==> src/sv/lsch_pkg.sv <==
// Types and constants of the lottery scheduler.
package lsch_pkg;

    localparam int TICKET_W   = 16;
    localparam int RND_W      = 32;
    localparam int IDX_PORT_W = 4;
    localparam int OUT_TOT_W  = 20;
    localparam int RCNT_W     = $clog2(RND_W + 1);

    localparam int S_DATA_W   = 56;
    localparam int M_DATA_W   = 24;

    // request kinds
    localparam logic ACT_SET     = 1'b0;
    localparam logic ACT_RESCHED = 1'b1;

    // run states
    localparam logic [1:0] ST_OFF     = 2'd0;
    localparam logic [1:0] ST_READY   = 2'd1;
    localparam logic [1:0] ST_RUNNING = 2'd2;

    typedef enum logic [3:0] {
        S_IDLE,
        S_RD_RUN,
        S_CHK_RUN,
        S_SUM,
        S_DIV,
        S_DIV_WAIT,
        S_SCAN,
        S_WIN,
        S_FIN
    } lsch_fsm_t;

    // table write command
    typedef struct packed {
        logic                en;
        logic [1:0]          state;
        logic [TICKET_W-1:0] tickets;
    } lsch_wr_t;

endpackage

==> src/sv/lsch_table.sv <==
// Process table: run state and tickets per entry, one write and one read port.
module lsch_table #(
    parameter int NUM_ENTRIES = 16,
    parameter int IDX_W       = 4
) (
    input  logic                          clk,
    input  logic                          rst_n,
    input  lsch_pkg::lsch_wr_t            wr,
    input  logic [IDX_W-1:0]              wr_addr,
    input  logic [IDX_W-1:0]              rd_addr,
    output logic [1:0]                    rd_state,
    output logic [lsch_pkg::TICKET_W-1:0] rd_tickets
);

    logic [1:0]                    state_mem [NUM_ENTRIES];
    logic [lsch_pkg::TICKET_W-1:0] tk_mem    [NUM_ENTRIES];
    logic [NUM_ENTRIES-1:0]        valid_reg;

    logic [1:0]                    state_rd_reg;
    logic [lsch_pkg::TICKET_W-1:0] tk_rd_reg;
    logic                          vld_rd_reg;

    // entries never written read as not runnable with no tickets
    always_ff @(posedge clk or negedge rst_n)
    begin
        if (!rst_n)
        begin
            valid_reg  <= '0;
            vld_rd_reg <= 1'b0;
        end
        else
        begin
            vld_rd_reg <= valid_reg[rd_addr];
            if (wr.en)
            begin
                valid_reg[wr_addr] <= 1'b1;
            end
        end
    end

    always_ff @(posedge clk)
    begin
        if (wr.en)
        begin
            state_mem[wr_addr] <= wr.state;
            tk_mem[wr_addr]    <= wr.tickets;
        end
        state_rd_reg <= state_mem[rd_addr];
        tk_rd_reg    <= tk_mem[rd_addr];
    end

    assign rd_state   = vld_rd_reg ? state_rd_reg : lsch_pkg::ST_OFF;
    assign rd_tickets = vld_rd_reg ? tk_rd_reg : '0;

endmodule

==> src/sv/lsch_mod.sv <==
// Bit-serial remainder unit: one restoring step per cycle over the 32-bit draw.
module lsch_mod #(
    parameter int TOT_W = 20
) (
    input  logic                       clk,
    input  logic                       rst_n,
    input  logic                       start,
    input  logic [lsch_pkg::RND_W-1:0] dividend,
    input  logic [TOT_W-1:0]           divisor,
    output logic                       done,
    output logic [TOT_W-1:0]           rem
);

    logic [lsch_pkg::RCNT_W-1:0] cnt_reg, cnt_next;
    logic                        busy_reg, busy_next;
    logic                        done_reg, done_next;
    logic [lsch_pkg::RND_W-1:0]  dvd_reg, dvd_next;
    logic [TOT_W-1:0]            rem_reg, rem_next;
    logic [TOT_W:0]              rem_sh;
    logic [TOT_W:0]              rem_sub;

    assign rem_sh  = {rem_reg, dvd_reg[lsch_pkg::RND_W-1]};
    assign rem_sub = rem_sh - {1'b0, divisor};

    always_comb
    begin
        cnt_next  = cnt_reg;
        busy_next = busy_reg;
        done_next = 1'b0;
        dvd_next  = dvd_reg;
        rem_next  = rem_reg;
        if (start)
        begin
            cnt_next  = lsch_pkg::RCNT_W'(lsch_pkg::RND_W);
            busy_next = 1'b1;
            dvd_next  = dividend;
            rem_next  = '0;
        end
        else if (busy_reg)
        begin
            dvd_next = {dvd_reg[lsch_pkg::RND_W-2:0], 1'b0};
            // remainder stays below the divisor, so the low bits hold it
            rem_next = (rem_sh >= {1'b0, divisor}) ? rem_sub[TOT_W-1:0] : rem_sh[TOT_W-1:0];
            cnt_next = cnt_reg - 1'b1;
            if (cnt_reg == lsch_pkg::RCNT_W'(1))
            begin
                busy_next = 1'b0;
                done_next = 1'b1;
            end
        end
    end

    always_ff @(posedge clk or negedge rst_n)
    begin
        if (!rst_n)
        begin
            cnt_reg  <= '0;
            busy_reg <= 1'b0;
            done_reg <= 1'b0;
        end
        else
        begin
            cnt_reg  <= cnt_next;
            busy_reg <= busy_next;
            done_reg <= done_next;
        end
    end

    always_ff @(posedge clk)
    begin
        dvd_reg <= dvd_next;
        rem_reg <= rem_next;
    end

    assign done = done_reg;
    assign rem  = rem_reg;

endmodule

==> src/sv/lottery_scheduler_core.sv <==
// Top level of the lottery scheduler: sequencer, process table and remainder unit.
//
// Lottery scheduler core. Holds NUM_ENTRIES process entries (run state and
// ticket count) and the index of the running entry. A set request
// (tuser = 0) writes one entry and returns an all-zero result; indexes past
// the table are dropped. A reschedule request (tuser = 1) demotes the
// running entry to ready if it is still running, sums the tickets of all
// ready entries, draws random_raw mod total (0 raised to 1), and promotes
// the first ready entry whose running ticket sum reaches the draw. With no
// ready tickets nothing is promoted and found is 0. Entries in state 3 or
// in state running other than the tracked one sit out the draw.
// A reschedule's result takes two walks over the table through its single
// read port, one entry per cycle behind the registered read, and the
// 32 steps of the bit-serial remainder unit for the draw; the second walk
// stops early when the winner sits early in the table. With no ready
// tickets the draw and second walk are skipped. s_tready is high only
// while the sequencer is idle, which it reaches in the same cycle that the
// result is loaded; a finished result waits in the output register and the
// next request can be taken meanwhile. The table resets at once (per-entry
// valid bits), no clearing pass.
module lottery_scheduler_core #(
    parameter int NUM_ENTRIES = 16
) (
    input  logic                          clk,
    input  logic                          rst_n,
    input  logic                          s_tvalid,
    output logic                          s_tready,
    // entry_index[3:0], entry_state[5:4], entry_tickets[21:6],
    // random_raw[53:22], zero fill [55:54]
    input  logic [lsch_pkg::S_DATA_W-1:0] s_tdata,
    // action[0]
    input  logic [0:0]                    s_tuser,
    output logic                          m_tvalid,
    input  logic                          m_tready,
    // winner_index[3:0], ticket_total[23:4]
    output logic [lsch_pkg::M_DATA_W-1:0] m_tdata,
    // found[0]
    output logic [0:0]                    m_tuser
);

    localparam int IDX_W  = $clog2(NUM_ENTRIES);
    localparam int CNT_W  = $clog2(NUM_ENTRIES + 1);
    localparam int TOT_W  = lsch_pkg::TICKET_W + IDX_W;
    localparam int WIDE_W = (TOT_W > lsch_pkg::OUT_TOT_W) ? TOT_W : lsch_pkg::OUT_TOT_W;
    localparam int WIDX_W = (IDX_W > lsch_pkg::IDX_PORT_W) ? IDX_W : lsch_pkg::IDX_PORT_W;

    // request fields
    logic                             in_act;
    logic [lsch_pkg::IDX_PORT_W-1:0]  in_idx;
    logic [1:0]                       in_state;
    logic [lsch_pkg::TICKET_W-1:0]    in_tk;
    logic [lsch_pkg::RND_W-1:0]       in_rnd;
    logic                             in_ok;

    assign in_act   = s_tuser[0];
    assign in_idx   = s_tdata[3:0];
    assign in_state = s_tdata[5:4];
    assign in_tk    = s_tdata[21:6];
    assign in_rnd   = s_tdata[53:22];
    assign in_ok    = (int'(in_idx) < NUM_ENTRIES);

    lsch_pkg::lsch_fsm_t state_reg, state_next;

    logic [lsch_pkg::RND_W-1:0]      rnd_reg, rnd_next;
    logic [IDX_W-1:0]                run_idx_reg, run_idx_next;
    logic [CNT_W-1:0]                cnt_reg, cnt_next;
    logic                            vld_reg, vld_next;
    logic [IDX_W-1:0]                data_idx_reg, data_idx_next;
    logic [TOT_W-1:0]                total_reg, total_next;
    logic [TOT_W-1:0]                sum_reg, sum_next;
    logic [TOT_W-1:0]                draw_reg, draw_next;
    logic [IDX_W-1:0]                win_idx_reg, win_idx_next;
    logic [lsch_pkg::TICKET_W-1:0]   win_tk_reg, win_tk_next;
    logic                            found_reg, found_next;
    logic                            m_valid_reg, m_valid_next;
    logic                            o_found_reg, o_found_next;
    logic [lsch_pkg::IDX_PORT_W-1:0] o_win_reg, o_win_next;
    logic [lsch_pkg::OUT_TOT_W-1:0]  o_total_reg, o_total_next;

    // table and remainder unit hookup
    lsch_pkg::lsch_wr_t              tbl_wr;
    logic [IDX_W-1:0]                tbl_wr_addr;
    logic [IDX_W-1:0]                tbl_rd_addr;
    logic [1:0]                      rd_state;
    logic [lsch_pkg::TICKET_W-1:0]   rd_tickets;
    logic                            mod_start;
    logic                            mod_done;
    logic [TOT_W-1:0]                mod_rem;

    logic                            accept;
    logic                            out_free;
    logic                            issue;
    logic                            rd_ready;
    logic [TOT_W-1:0]                sum_plus;
    logic                            hit;
    logic                            walk_done;
    logic [WIDX_W-1:0]               win_wide;
    logic [WIDE_W-1:0]               total_wide;

    lsch_table #(
        .NUM_ENTRIES (NUM_ENTRIES),
        .IDX_W       (IDX_W)
    ) u_table (
        .clk        (clk),
        .rst_n      (rst_n),
        .wr         (tbl_wr),
        .wr_addr    (tbl_wr_addr),
        .rd_addr    (tbl_rd_addr),
        .rd_state   (rd_state),
        .rd_tickets (rd_tickets)
    );

    lsch_mod #(
        .TOT_W (TOT_W)
    ) u_mod (
        .clk      (clk),
        .rst_n    (rst_n),
        .start    (mod_start),
        .dividend (rnd_reg),
        .divisor  (total_reg),
        .done     (mod_done),
        .rem      (mod_rem)
    );

    assign accept    = s_tvalid && s_tready;
    assign out_free  = !m_valid_reg || m_tready;
    // walks issue one read per cycle; data shows up in the next cycle
    assign issue     = (int'(cnt_reg) < NUM_ENTRIES);
    assign rd_ready  = vld_reg && (rd_state == lsch_pkg::ST_READY);
    assign sum_plus  = sum_reg + TOT_W'(rd_tickets);
    assign hit       = (state_reg == lsch_pkg::S_SCAN) && rd_ready && (sum_plus >= draw_reg);
    assign walk_done = !issue && !vld_reg;
    assign win_wide  = WIDX_W'(win_idx_reg);
    assign total_wide = WIDE_W'(total_reg);

    // next state
    always_comb
    begin
        state_next = state_reg;
        unique case (state_reg)
            lsch_pkg::S_IDLE:
            begin
                if (accept)
                begin
                    state_next = (in_act == lsch_pkg::ACT_RESCHED) ? lsch_pkg::S_RD_RUN
                                                                   : lsch_pkg::S_FIN;
                end
            end
            lsch_pkg::S_RD_RUN:  state_next = lsch_pkg::S_CHK_RUN;
            lsch_pkg::S_CHK_RUN: state_next = lsch_pkg::S_SUM;
            lsch_pkg::S_SUM:
            begin
                if (walk_done)
                begin
                    state_next = (total_reg == '0) ? lsch_pkg::S_FIN : lsch_pkg::S_DIV;
                end
            end
            lsch_pkg::S_DIV:     state_next = lsch_pkg::S_DIV_WAIT;
            lsch_pkg::S_DIV_WAIT:
            begin
                if (mod_done)
                begin
                    state_next = lsch_pkg::S_SCAN;
                end
            end
            lsch_pkg::S_SCAN:
            begin
                priority if (hit)
                begin
                    state_next = lsch_pkg::S_WIN;
                end
                else if (walk_done)
                begin
                    state_next = lsch_pkg::S_FIN;
                end
            end
            lsch_pkg::S_WIN:     state_next = lsch_pkg::S_FIN;
            lsch_pkg::S_FIN:
            begin
                if (out_free)
                begin
                    state_next = lsch_pkg::S_IDLE;
                end
            end
            default:             state_next = lsch_pkg::S_IDLE;
        endcase
    end

    // control outputs: handshake, table ports, remainder start
    always_comb
    begin
        s_tready       = 1'b0;
        tbl_wr.en      = 1'b0;
        tbl_wr.state   = rd_state;
        tbl_wr.tickets = rd_tickets;
        tbl_wr_addr    = run_idx_reg;
        tbl_rd_addr    = cnt_reg[IDX_W-1:0];
        mod_start      = 1'b0;
        unique case (state_reg)
            lsch_pkg::S_IDLE:
            begin
                s_tready       = 1'b1;
                tbl_wr.en      = s_tvalid && (in_act == lsch_pkg::ACT_SET) && in_ok;
                tbl_wr.state   = in_state;
                tbl_wr.tickets = in_tk;
                tbl_wr_addr    = IDX_W'(in_idx);
            end
            lsch_pkg::S_RD_RUN:
            begin
                tbl_rd_addr = run_idx_reg;
            end
            lsch_pkg::S_CHK_RUN:
            begin
                // demote the tracked entry, keep its tickets
                tbl_wr.en    = (rd_state == lsch_pkg::ST_RUNNING);
                tbl_wr.state = lsch_pkg::ST_READY;
            end
            lsch_pkg::S_DIV:
            begin
                mod_start = 1'b1;
            end
            lsch_pkg::S_WIN:
            begin
                tbl_wr.en      = 1'b1;
                tbl_wr.state   = lsch_pkg::ST_RUNNING;
                tbl_wr.tickets = win_tk_reg;
                tbl_wr_addr    = win_idx_reg;
            end
            lsch_pkg::S_SUM, lsch_pkg::S_DIV_WAIT, lsch_pkg::S_SCAN, lsch_pkg::S_FIN:
            begin
            end
            default:
            begin
            end
        endcase
    end

    // datapath next values
    always_comb
    begin
        rnd_next      = rnd_reg;
        run_idx_next  = run_idx_reg;
        cnt_next      = cnt_reg;
        vld_next      = vld_reg;
        data_idx_next = data_idx_reg;
        total_next    = total_reg;
        sum_next      = sum_reg;
        draw_next     = draw_reg;
        win_idx_next  = win_idx_reg;
        win_tk_next   = win_tk_reg;
        found_next    = found_reg;
        m_valid_next  = m_valid_reg && !m_tready;
        o_found_next  = o_found_reg;
        o_win_next    = o_win_reg;
        o_total_next  = o_total_reg;

        unique case (state_reg)
            lsch_pkg::S_IDLE:
            begin
                if (accept)
                begin
                    rnd_next     = in_rnd;
                    found_next   = 1'b0;
                    win_idx_next = '0;
                    total_next   = '0;
                end
            end
            lsch_pkg::S_CHK_RUN:
            begin
                cnt_next   = '0;
                vld_next   = 1'b0;
                total_next = '0;
            end
            lsch_pkg::S_SUM:
            begin
                vld_next = issue;
                if (issue)
                begin
                    cnt_next = cnt_reg + 1'b1;
                end
                if (rd_ready)
                begin
                    total_next = total_reg + TOT_W'(rd_tickets);
                end
            end
            lsch_pkg::S_DIV:
            begin
                cnt_next = '0;
                vld_next = 1'b0;
                sum_next = '0;
            end
            lsch_pkg::S_DIV_WAIT:
            begin
                if (mod_done)
                begin
                    draw_next = (mod_rem == '0) ? TOT_W'(1) : mod_rem;
                end
            end
            lsch_pkg::S_SCAN:
            begin
                vld_next      = issue;
                data_idx_next = cnt_reg[IDX_W-1:0];
                if (issue)
                begin
                    cnt_next = cnt_reg + 1'b1;
                end
                if (rd_ready)
                begin
                    sum_next = sum_plus;
                end
                if (hit)
                begin
                    found_next   = 1'b1;
                    win_idx_next = data_idx_reg;
                    win_tk_next  = rd_tickets;
                end
            end
            lsch_pkg::S_WIN:
            begin
                run_idx_next = win_idx_reg;
            end
            lsch_pkg::S_FIN:
            begin
                if (out_free)
                begin
                    m_valid_next = 1'b1;
                    o_found_next = found_reg;
                    o_win_next   = win_wide[lsch_pkg::IDX_PORT_W-1:0];
                    o_total_next = total_wide[lsch_pkg::OUT_TOT_W-1:0];
                end
            end
            lsch_pkg::S_RD_RUN:
            begin
            end
            default:
            begin
            end
        endcase

        // during the sum walk too, the read data index tracks the address issued last cycle
        if (state_reg == lsch_pkg::S_SUM)
        begin
            data_idx_next = cnt_reg[IDX_W-1:0];
        end
    end

    always_ff @(posedge clk or negedge rst_n)
    begin
        if (!rst_n)
        begin
            state_reg   <= lsch_pkg::S_IDLE;
            run_idx_reg <= '0;
            cnt_reg     <= '0;
            vld_reg     <= 1'b0;
            m_valid_reg <= 1'b0;
        end
        else
        begin
            state_reg   <= state_next;
            run_idx_reg <= run_idx_next;
            cnt_reg     <= cnt_next;
            vld_reg     <= vld_next;
            m_valid_reg <= m_valid_next;
        end
    end

    always_ff @(posedge clk)
    begin
        rnd_reg      <= rnd_next;
        data_idx_reg <= data_idx_next;
        total_reg    <= total_next;
        sum_reg      <= sum_next;
        draw_reg     <= draw_next;
        win_idx_reg  <= win_idx_next;
        win_tk_reg   <= win_tk_next;
        found_reg    <= found_next;
        o_found_reg  <= o_found_next;
        o_win_reg    <= o_win_next;
        o_total_reg  <= o_total_next;
    end

    assign m_tvalid = m_valid_reg;
    assign m_tdata  = {o_total_reg, o_win_reg};
    assign m_tuser  = o_found_reg;

endmodule

==> config.mk <==
export PLATFORM = sky130hd
export DESIGN_NAME = lottery_scheduler_core
export DESIGN_NICKNAME = d
export VERILOG_FILES = /design/src/sv/lsch_pkg.sv /design/src/sv/lsch_table.sv /design/src/sv/lsch_mod.sv /design/src/sv/lottery_scheduler_core.sv
export SDC_FILE = /design/constraint.sdc
export NUM_CORES = 1
export LEC_CHECK = 0
export ABC_AREA = 1
export ABC_CLOCK_PERIOD_IN_PS = 3950
export BUFFER_PORTS_ARGS = -buffer_cell sky130_fd_sc_hd__buf_2
export CAP_MARGIN = 20
export CORE_AREA = 2 2 233 235
export CTS_BUF_LIST = sky130_fd_sc_hd__clkbuf_16
export CTS_CLUSTER_SIZE = 8
export DETAILED_ROUTE_END_ITERATION = 7
export DIE_AREA = 0 0 235 237
export GPL_ROUTABILITY_DRIVEN = 0
export PLACE_DENSITY = 0.71
export SETUP_SLACK_MARGIN = 0.1
export SLEW_MARGIN = 20
export SYNTH_ARGS = -nofsm -noshare
export SYNTH_HDL_FRONTEND = slang
export SYNTH_HIERARCHICAL = 1
export SYNTH_SLANG_ARGS = --single-unit
==> constraint.sdc <==
create_clock -name clk -period 3.95 [get_ports clk]
set_input_delay 0 -clock clk [delete_from_list [all_inputs] [get_ports clk]]
set_output_delay 0 -clock clk [all_outputs]
set_load 0.005 [all_outputs]
==> results of run 1 <==
## cell usage after synthesis (3+ instances only)
master                     number  area share (%)
sky130_fd_sc_hd__and2_1         5            0.12
sky130_fd_sc_hd__nand2_4        3            0.13
sky130_fd_sc_hd__nand3_1      325             6.2
sky130_fd_sc_hd__nor3_2         3            0.11
sky130_fd_sc_hd__o211ai_1       6            0.17
sky130_fd_sc_hd__a21o_1         6            0.17
sky130_fd_sc_hd__dfxtp_1       38             2.9
sky130_fd_sc_hd__nand2_1      838              12
sky130_fd_sc_hd__nor3_1        12            0.23
sky130_fd_sc_hd__nand2_2       11            0.26
sky130_fd_sc_hd__o21ai_1       15            0.29
sky130_fd_sc_hd__buf_4          4            0.11
sky130_fd_sc_hd__edfxtp_1     462              53
sky130_fd_sc_hd__a21oi_2        5            0.17
sky130_fd_sc_hd__buf_6         15            0.64
sky130_fd_sc_hd__o21a_1         6            0.17
sky130_fd_sc_hd__a21oi_1       79             1.5
sky130_fd_sc_hd__fa_1           3            0.23
sky130_fd_sc_hd__clkbuf_1      44            0.63
sky130_fd_sc_hd__buf_2         35            0.67
sky130_fd_sc_hd__nor2_2        10            0.24
sky130_fd_sc_hd__nor2_1       120             1.7
sky130_fd_sc_hd__ha_1          75             3.6
sky130_fd_sc_hd__o21ai_0       63             1.2
sky130_fd_sc_hd__nand3_2        8            0.30
sky130_fd_sc_hd__nand4_1       16            0.38
sky130_fd_sc_hd__nor4_1         7            0.17
sky130_fd_sc_hd__o21bai_1       3           0.086
sky130_fd_sc_hd__inv_1        446             6.4
sky130_fd_sc_hd__inv_2         20            0.29
sky130_fd_sc_hd__xor2_1        12            0.40
sky130_fd_sc_hd__buf_1          8            0.11
sky130_fd_sc_hd__clkinv_1       3           0.043
sky130_fd_sc_hd__nor2_4         6            0.26
sky130_fd_sc_hd__dfrtp_1       40             3.8
sky130_fd_sc_hd__xnor2_1       10            0.33
## cell type report
cell class | count | area (um2) | area share, %
Antenna cell | 2 | 5.00 | 0.0165
Clock buffer | 79 | 1980 | 6.51
Inverter | 470 | 1770 | 5.83
Sequential cell | 540 | 15600 | 51.5
Tap cell | 696 | 871 | 2.87
Clock inverter | 45 | 248 | 0.816
Multi-Input combinational cell | 1673 | 8540 | 28.1
Timing Repair Buffer | 183 | 1330 | 4.36
## worst max path at each step
stage                      to  slack [ps]  depth (start not counted)
6_report        win_tk_reg[9]         230                         19
5_1_grt         win_tk_reg[5]          50                         20
4_1_cts        win_idx_reg[3]         120                         20
3_5_place_dp   win_idx_reg[2]         180                         20
3_3_place_gp   win_idx_reg[2]         230                         20
2_1_floorplan   win_tk_reg[0]         190                         24
## cells by family (layout without fill, tap and decap cells)
group / Yosys count / count (layout) / synth area share [%]
AND/OR/NAND/NOR: 1372 / 1372 / 22.5
flip-flops: 540 / 540 / 59.5
buffers and inverters: 577 / 777 / 8.95
AO/OA/AOI/OAI: 199 / 199 / 4.41
other: 0 / 2 / 0
adder cells (fa/ha/maj): 78 / 78 / 3.80
XOR/XNOR: 24 / 24 / 0.857
## stage by stage
step	instances	utilization, %	cell area [um2]
floorplan	2790	-	26300
global placement	3518	51.7	27500
detailed placement	3518	51.7	27500
CTS	3678	56.5	30100
global route	3687	57.0	30400
finish	3688	57.0	30400
## layer usage
metal  routed length, um  global-route usage [%]  up-vias
met5                  26                       0        -
met4                2430                    9.23        4
met3                5120                    4.23      174
met2               33300                    41.2      865
met1               27700                    31.8     9382
li1                    -                       -     9359
## report_power, final
| group | switching, mW | internal, mW |
|---|---|---|
| Sequential | 0.666 | 8.27 |
| Clock | 2.43 | 3.58 |
| Combinational | 7.90 | 3.57 |
| Total | 11.0 | 15.4 |
## critical path, stage by stage (launching register included)
cell and delay (ps):
sky130_fd_sc_hd__dfrtp_2 440, sky130_fd_sc_hd__buf_6 150, sky130_fd_sc_hd__nand2_1 50, sky130_fd_sc_hd__inv_1 100
sky130_fd_sc_hd__ha_2 420, sky130_fd_sc_hd__nand2_2 130, sky130_fd_sc_hd__nor4_4 290, sky130_fd_sc_hd__nand4_1 130
sky130_fd_sc_hd__nand3_1 140, sky130_fd_sc_hd__xor2_1 250, sky130_fd_sc_hd__ha_1 290, sky130_fd_sc_hd__nand2_1 80
sky130_fd_sc_hd__nor2_2 50, sky130_fd_sc_hd__nand2_1 90, sky130_fd_sc_hd__inv_1 60, sky130_fd_sc_hd__nand2_1 70
sky130_fd_sc_hd__nand4_1 160, sky130_fd_sc_hd__nand2_4 170, sky130_fd_sc_hd__clkinvlp_4 180, sky130_fd_sc_hd__clkbuf_16 210
## timing repair
item	CTS	global route
hold buffers	36	1
setup endpoints to repair	0	25
setup buffers	0	4
endpoints found under the hold margin	104	4
resized for setup	0	49
==> impl_metrics.xml, run 1 <==
<?xml version="1.0" encoding="UTF-8"?>
<metrics>
  <group name="timing">
    <metric name="hold_viol_final" unit="">0</metric>
    <metric name="period_share" unit="%">94.1</metric>
    <metric name="setup_viol" unit="">0</metric>
    <metric name="layout_setup_ws" unit="ps">234</metric>
    <metric name="report.final.slew_viol_count" unit="">0</metric>
    <metric name="max_clock_freq" unit="GHz">0.269</metric>
    <metric name="whs" unit="ps">55.0</metric>
    <metric name="period_minus_slack" unit="ps">3720</metric>
    <metric name="transition_time_at_the_pin_with_the_least_slew_margin" unit="ps">1020</metric>
    <metric name="setup_repair_after_global_routing_missed_its_margin" unit="">false</metric>
    <metric name="timing.setup.tns" unit="ps">0</metric>
    <metric name="finClkSkew" unit="ps">22.4</metric>
    <metric name="worst_slew_margin_rel" unit="%">32.0</metric>
  </group>
  <group name="yosys">
    <metric name="async_flop_share" unit="%">7.41</metric>
    <metric name="synth_top_flop_cell" unit="">sky130_fd_sc_hd__edfxtp_1</metric>
    <metric name="synthesized_cell_area" unit="um2">26300</metric>
    <metric name="mappedNetlistNets" unit="">2929</metric>
    <metric name="syn_area_per_cell" unit="um2">9.41</metric>
    <metric name="number_of_warning_messages_in_the_yosys_log" unit="">6</metric>
    <metric name="number_of_enable_type_register_cells_in_the_synthesized_netlist" unit="">462</metric>
    <metric name="synth-seq-cells" unit="">540</metric>
    <metric name="seq_area_frac_synth" unit="%">59.5</metric>
    <metric name="yosys_cell_types" unit="">58</metric>
    <metric name="netlist_instances" unit="">2790</metric>
  </group>
  <group name="clock_tree">
    <metric name="clockBufferDepth" unit="">3</metric>
    <metric name="tritoncts" unit="">yes</metric>
    <metric name="clkTransAtPathRegs" unit="ps">50</metric>
    <metric name="cts_root_buffer" unit="">sky130_fd_sc_hd__clkbuf_16</metric>
    <metric name="numClockSinks" unit="">540</metric>
    <metric name="later_pin_clock_latency_in_the_skew_report" unit="ps">620</metric>
    <metric name="htreeDepth" unit="">3</metric>
    <metric name="cts_inserted_buffers" unit="">77</metric>
  </group>
  <group name="global_routing">
    <metric name="grt_antenna_before_repair" unit="">3</metric>
    <metric name="grt_start_max_net_pins" unit="">153</metric>
    <metric name="vias_in_the_first_global_route" unit="">19434</metric>
    <metric name="grt_use_total" unit="%">24.5</metric>
    <metric name="grt-ovfl-total" unit="">0</metric>
    <metric name="global_route_wire_length_before_repair" unit="um">106000</metric>
  </group>
  <group name="finish">
    <metric name="nets" unit="">3084</metric>
    <metric name="mostFrequentLayoutCell" unit="">sky130_fd_sc_hd__nand2_1</metric>
    <metric name="area_growth" unit="%">15.6</metric>
    <metric name="max_ffs_per_register" unit="">256</metric>
    <metric name="registers.top_by_ff_count" unit="">u_table/tk_mem</metric>
    <metric name="final_layout_size_suffix_gt1_share" unit="%">12.5</metric>
    <metric name="final.fill_count" unit="">4362</metric>
    <metric name="commonest_cells_after_routing_fill_and_taps_aside" unit="">835 x sky130_fd_sc_hd__nand2_1, 483 x sky130_fd_sc_hd__inv_1, 462 x sky130_fd_sc_hd__edfxtp_1</metric>
  </group>
  <group name="setup_path">
    <metric name="critPathRequiredTime" unit="ps">4330</metric>
    <metric name="crit_fanout" unit="">8</metric>
    <metric name="endpoint_kind" unit="">register</metric>
    <metric name="cp-startpoint" unit="">u_table/vld_rd_reg</metric>
    <metric name="r2r.worst_path.cells" unit="">19</metric>
    <metric name="critical_path_arrival" unit="ps">4090</metric>
    <metric name="worst_setup_start_kind" unit="">register</metric>
    <metric name="timing_worst_setup_path_type" unit="">register to register</metric>
    <metric name="r2r-start" unit="">u_table/vld_rd_reg</metric>
    <metric name="ff2ff_setup_slack" unit="ps">230</metric>
    <metric name="reg2reg_to" unit="">win_tk_reg[9]</metric>
  </group>
  <group name="floorplanning">
    <metric name="die_height" unit="um">237</metric>
    <metric name="die_area" unit="um2">55700</metric>
    <metric name="std_cell_rows" unit="">85</metric>
    <metric name="chipWidth" unit="um">235</metric>
    <metric name="ioPinCount" unit="">88</metric>
    <metric name="starting_utilization_of_the_core_area" unit="%">49.3</metric>
    <metric name="placeable_core_area" unit="um2">53300</metric>
  </group>
  <group name="route">
    <metric name="via_per_inst" unit="">5.36</metric>
    <metric name="via_count" unit="">19784</metric>
    <metric name="post_drt_wl_per_cell" unit="um">18.6</metric>
    <metric name="drtIter0Drc" unit="">1808</metric>
    <metric name="postRouteWirelength" unit="um">68500</metric>
    <metric name="drc_errors" unit="">0</metric>
    <metric name="drt_first_pass_iters" unit="">5</metric>
    <metric name="final_antenna_net_count" unit="">0</metric>
  </group>
  <group name="place">
    <metric name="dp_worst_setup_slack" unit="ps">176</metric>
    <metric name="io_buffer_count" unit="">85</metric>
    <metric name="place_hpwl" unit="um">42300</metric>
  </group>
  <group name="job">
    <metric name="cap_viol_max_count" unit="">0</metric>
  </group>
  <group name="power">
    <metric name="power_leakage" unit="nW">13.7</metric>
    <metric name="peakVddDrop" unit="uV">583</metric>
    <metric name="p_total" unit="mW">26.4</metric>
    <metric name="p_per_area" unit="nW/um2">870</metric>
  </group>
  <group name="outcome">
    <metric name="status" unit="">complete, no violations</metric>
  </group>
  <group name="worst_hold_path">
    <metric name="min-delay-path-class" unit="">input pin to register</metric>
    <metric name="hold-path-cell-count" unit="">5</metric>
    <metric name="hold_path.startpoint" unit="">s_tvalid</metric>
    <metric name="whs_endpoint" unit="">state_reg[3]</metric>
  </group>
</metrics>
Power figures use the tool's default switching activity.
==> run 2: changes to the inputs <==
--- a/config.mk
+++ b/config.mk
@@ -9,11 +9,11 @@
 export ABC_CLOCK_PERIOD_IN_PS = 3950
 export BUFFER_PORTS_ARGS = -buffer_cell sky130_fd_sc_hd__buf_2
 export CAP_MARGIN = 20
-export CORE_AREA = 2 2 233 235
+export CORE_AREA = 2 2 209 262
 export CTS_BUF_LIST = sky130_fd_sc_hd__clkbuf_16
 export CTS_CLUSTER_SIZE = 8
 export DETAILED_ROUTE_END_ITERATION = 7
-export DIE_AREA = 0 0 235 237
+export DIE_AREA = 0 0 211 264
 export GPL_ROUTABILITY_DRIVEN = 0
 export PLACE_DENSITY = 0.71
 export SETUP_SLACK_MARGIN = 0.1
==> run 2 against run 1 <==
  * Non-clock buffer count fell by 9
  * Sequential cell count did not move
  * Clock power fell by 1%
  * Register-to-register slack improved by 20 ps
  * Die area barely moved
  * Sequential power barely moved
  * Global-route usage fell by 0.085 points
  * Maximum frequency rose by 0.54%
  * Total power fell by 0.80%
  * Via count fell by 0.38%
==> impl_metrics.xml, run 2 (synthesis gave the netlist of run 1 again) <==
<?xml version="1.0" encoding="UTF-8"?>
<metrics>
  <group name="outcome">
    <metric name="status" unit="">complete, no violations</metric>
  </group>
  <group name="finish">
    <metric name="area_growth" unit="%">14.9</metric>
    <metric name="final_layout_size_suffix_gt1_share" unit="%">11.7</metric>
    <metric name="commonest_cells_after_routing_fill_and_taps_aside" unit="">836 x sky130_fd_sc_hd__nand2_1, 491 x sky130_fd_sc_hd__inv_1, 462 x sky130_fd_sc_hd__edfxtp_1</metric>
    <metric name="mostFrequentLayoutCell" unit="">sky130_fd_sc_hd__nand2_1</metric>
    <metric name="final_non_filler_cells" unit="">3669</metric>
    <metric name="final_core_utilization" unit="%">56.6</metric>
    <metric name="nets" unit="">3075</metric>
    <metric name="registers.top_by_ff_count" unit="">u_table/tk_mem</metric>
    <metric name="max_ffs_per_register" unit="">256</metric>
    <metric name="fin_area" unit="um2">30200</metric>
  </group>
  <group name="timing">
    <metric name="setup_viol" unit="">0</metric>
    <metric name="max_clock_freq" unit="GHz">0.271</metric>
    <metric name="setup_repair_after_global_routing_missed_its_margin" unit="">true</metric>
    <metric name="period_minus_slack" unit="ps">3700</metric>
    <metric name="whs" unit="ps">105</metric>
    <metric name="transition_time_at_the_pin_with_the_least_slew_margin" unit="ps">1060</metric>
    <metric name="report.final.slew_viol_count" unit="">0</metric>
    <metric name="layout_setup_ws" unit="ps">254</metric>
    <metric name="finClkSkew" unit="ps">32.8</metric>
    <metric name="hold_viol_final" unit="">0</metric>
    <metric name="period_share" unit="%">93.6</metric>
    <metric name="worst_slew_margin_rel" unit="%">29.6</metric>
  </group>
  <group name="clock_tree">
    <metric name="clkTransAtPathRegs" unit="ps">50</metric>
    <metric name="clockBufferDepth" unit="">3</metric>
    <metric name="tritoncts" unit="">yes</metric>
    <metric name="cts_root_buffer" unit="">sky130_fd_sc_hd__clkbuf_16</metric>
    <metric name="numClockSinks" unit="">540</metric>
    <metric name="htreeDepth" unit="">3</metric>
    <metric name="cts_inserted_buffers" unit="">77</metric>
    <metric name="later_pin_clock_latency_in_the_skew_report" unit="ps">630</metric>
  </group>
  <group name="route">
    <metric name="post_drt_wl_per_cell" unit="um">18.5</metric>
    <metric name="drt_first_pass_iters" unit="">6</metric>
    <metric name="postRouteWirelength" unit="um">67900</metric>
    <metric name="via_count" unit="">19708</metric>
    <metric name="drtIter0Drc" unit="">1657</metric>
    <metric name="drc_errors" unit="">0</metric>
    <metric name="via_per_inst" unit="">5.37</metric>
    <metric name="final_antenna_net_count" unit="">0</metric>
  </group>
  <group name="global_routing">
    <metric name="global_route_wire_length_before_repair" unit="um">105000</metric>
    <metric name="grt-ovfl-total" unit="">0</metric>
    <metric name="vias_in_the_first_global_route" unit="">19823</metric>
    <metric name="grt_start_max_net_pins" unit="">153</metric>
    <metric name="grt_use_total" unit="%">24.4</metric>
    <metric name="grt_antenna_before_repair" unit="">6</metric>
  </group>
  <group name="floorplanning">
    <metric name="die_height" unit="um">264</metric>
    <metric name="starting_utilization_of_the_core_area" unit="%">49.2</metric>
    <metric name="die_area" unit="um2">55700</metric>
    <metric name="placeable_core_area" unit="um2">53400</metric>
    <metric name="ioPinCount" unit="">88</metric>
    <metric name="std_cell_rows" unit="">95</metric>
    <metric name="chipWidth" unit="um">211</metric>
  </group>
  <group name="power">
    <metric name="p_switching" unit="mW">10.9</metric>
    <metric name="power_leakage" unit="nW">13.6</metric>
    <metric name="sw_frac_of_total" unit="%">41.7</metric>
    <metric name="clock_power_share" unit="%">22.6</metric>
    <metric name="pwr-share-comb" unit="%">43.2</metric>
    <metric name="p_per_area" unit="nW/um2">868</metric>
    <metric name="peakVddDrop" unit="uV">601</metric>
    <metric name="internal_power" unit="mW">15.3</metric>
    <metric name="seqPwrFrac" unit="%">34.2</metric>
  </group>
  <group name="place">
    <metric name="place_hpwl" unit="um">42500</metric>
    <metric name="place_area" unit="um2">27500</metric>
    <metric name="dp_worst_setup_slack" unit="ps">39.0</metric>
    <metric name="io_buffer_count" unit="">85</metric>
    <metric name="place_inst" unit="">3496</metric>
  </group>
  <group name="setup_path">
    <metric name="crit_fanout" unit="">14</metric>
    <metric name="critPathRequiredTime" unit="ps">4270</metric>
    <metric name="endpoint_kind" unit="">register</metric>
    <metric name="worst_setup_start_kind" unit="">register</metric>
    <metric name="timing_worst_setup_path_type" unit="">register to register</metric>
    <metric name="critical_path_arrival" unit="ps">4010</metric>
  </group>
  <group name="job">
    <metric name="cap_viol_max_count" unit="">0</metric>
  </group>
  <group name="worst_hold_path">
    <metric name="min-delay-path-class" unit="">input pin to asynchronous set/reset pin</metric>
  </group>
</metrics>
## run 2: layout make-up
cell class | instances | area, um2
fill | 4368 | 23200
sequential | 540 | 15600
multi-input combinational | 1673 | 8470
clock buffer | 77 | 1930
inverter | 470 | 1770
timing repair buffer | 174 | 1250
tap | 679 | 850
clock inverter | 54 | 283
antenna | 2 | 5.00
## run 2: critical path, stage by stage, from the launching register on
cell,delay (ps)
sky130_fd_sc_hd__dfrtp_2,420
sky130_fd_sc_hd__buf_12,150
sky130_fd_sc_hd__nand2_1,60
sky130_fd_sc_hd__inv_1,170
sky130_fd_sc_hd__ha_2,350
sky130_fd_sc_hd__a21oi_2,180
sky130_fd_sc_hd__a21boi_4,270
sky130_fd_sc_hd__o21ai_4,90
sky130_fd_sc_hd__a21oi_2,140
sky130_fd_sc_hd__xnor2_1,100
sky130_fd_sc_hd__ha_1,310
sky130_fd_sc_hd__nand2_1,90
sky130_fd_sc_hd__nor2_2,200
sky130_fd_sc_hd__nand2_1,90
sky130_fd_sc_hd__nor2_1,120
sky130_fd_sc_hd__nand2_1,60
sky130_fd_sc_hd__nand4_1,170
sky130_fd_sc_hd__nand2_4,110
sky130_fd_sc_hd__nand2_1,120
sky130_fd_sc_hd__o21a_4,170
## run 2: worst paths after layout
check	cells past startpoint	from	to	slack (ps)
setup / recovery	19	u_table/vld_rd_reg	found_reg	250
hold / removal	2	rst_n	u_mod/cnt_reg[0]	100
setup reg to reg	19	u_table/vld_rd_reg	found_reg	250
hold reg to reg	2	u_table/valid_reg[8]	u_table/valid_reg[8]	460
max in group asynchronous	2	rst_n	u_table/vld_rd_reg	3200
min in group clk	2	s_tdata[52]	rnd_reg[30]	110
## run 2: power by group through the flow
| stage | sequential, mW | clock (mW) | combinational (mW) |
|---|---|---|---|
| 2_1_floorplan | 8.72 | 0 | 8.09 |
| 3_5_place_dp | 9.03 | 0 | 10.9 |
| 4_1_cts | 8.95 | 6.01 | 11.0 |
| 3_3_place_gp | 9.02 | 0 | 10.6 |
| 6_report | 8.96 | 5.93 | 11.3 |
| 5_1_grt | 9.06 | 6.24 | 12.6 |
## run 2: layer usage
layer	global-route usage, %	up-vias	share of wire (%)	routed length (um)
li1	-	9349	-	-
met1	29.1	9368	38	25800
met2	42.3	788	50	34100
met3	4.36	197	7.3	4980
met4	12.1	6	4.4	2990
met5	0	-	0.059	40
## run 2: what timing repair did
item	in CTS	in global routing
hold buffers	37	1
pin swaps	1	2
resized for setup	2	29
hold endpoints to repair	96	4
cloned	0	0
setup endpoints to repair	15	25
setup buffers	0	1
## run 2: stage by stage
stage,power (mW),TNS (ps)
after floorplan,16.8,0
after global placement,19.6,0
after detailed placement,19.9,0
after CTS,26.0,0
after global routing,27.9,-16.8
final,26.2,0
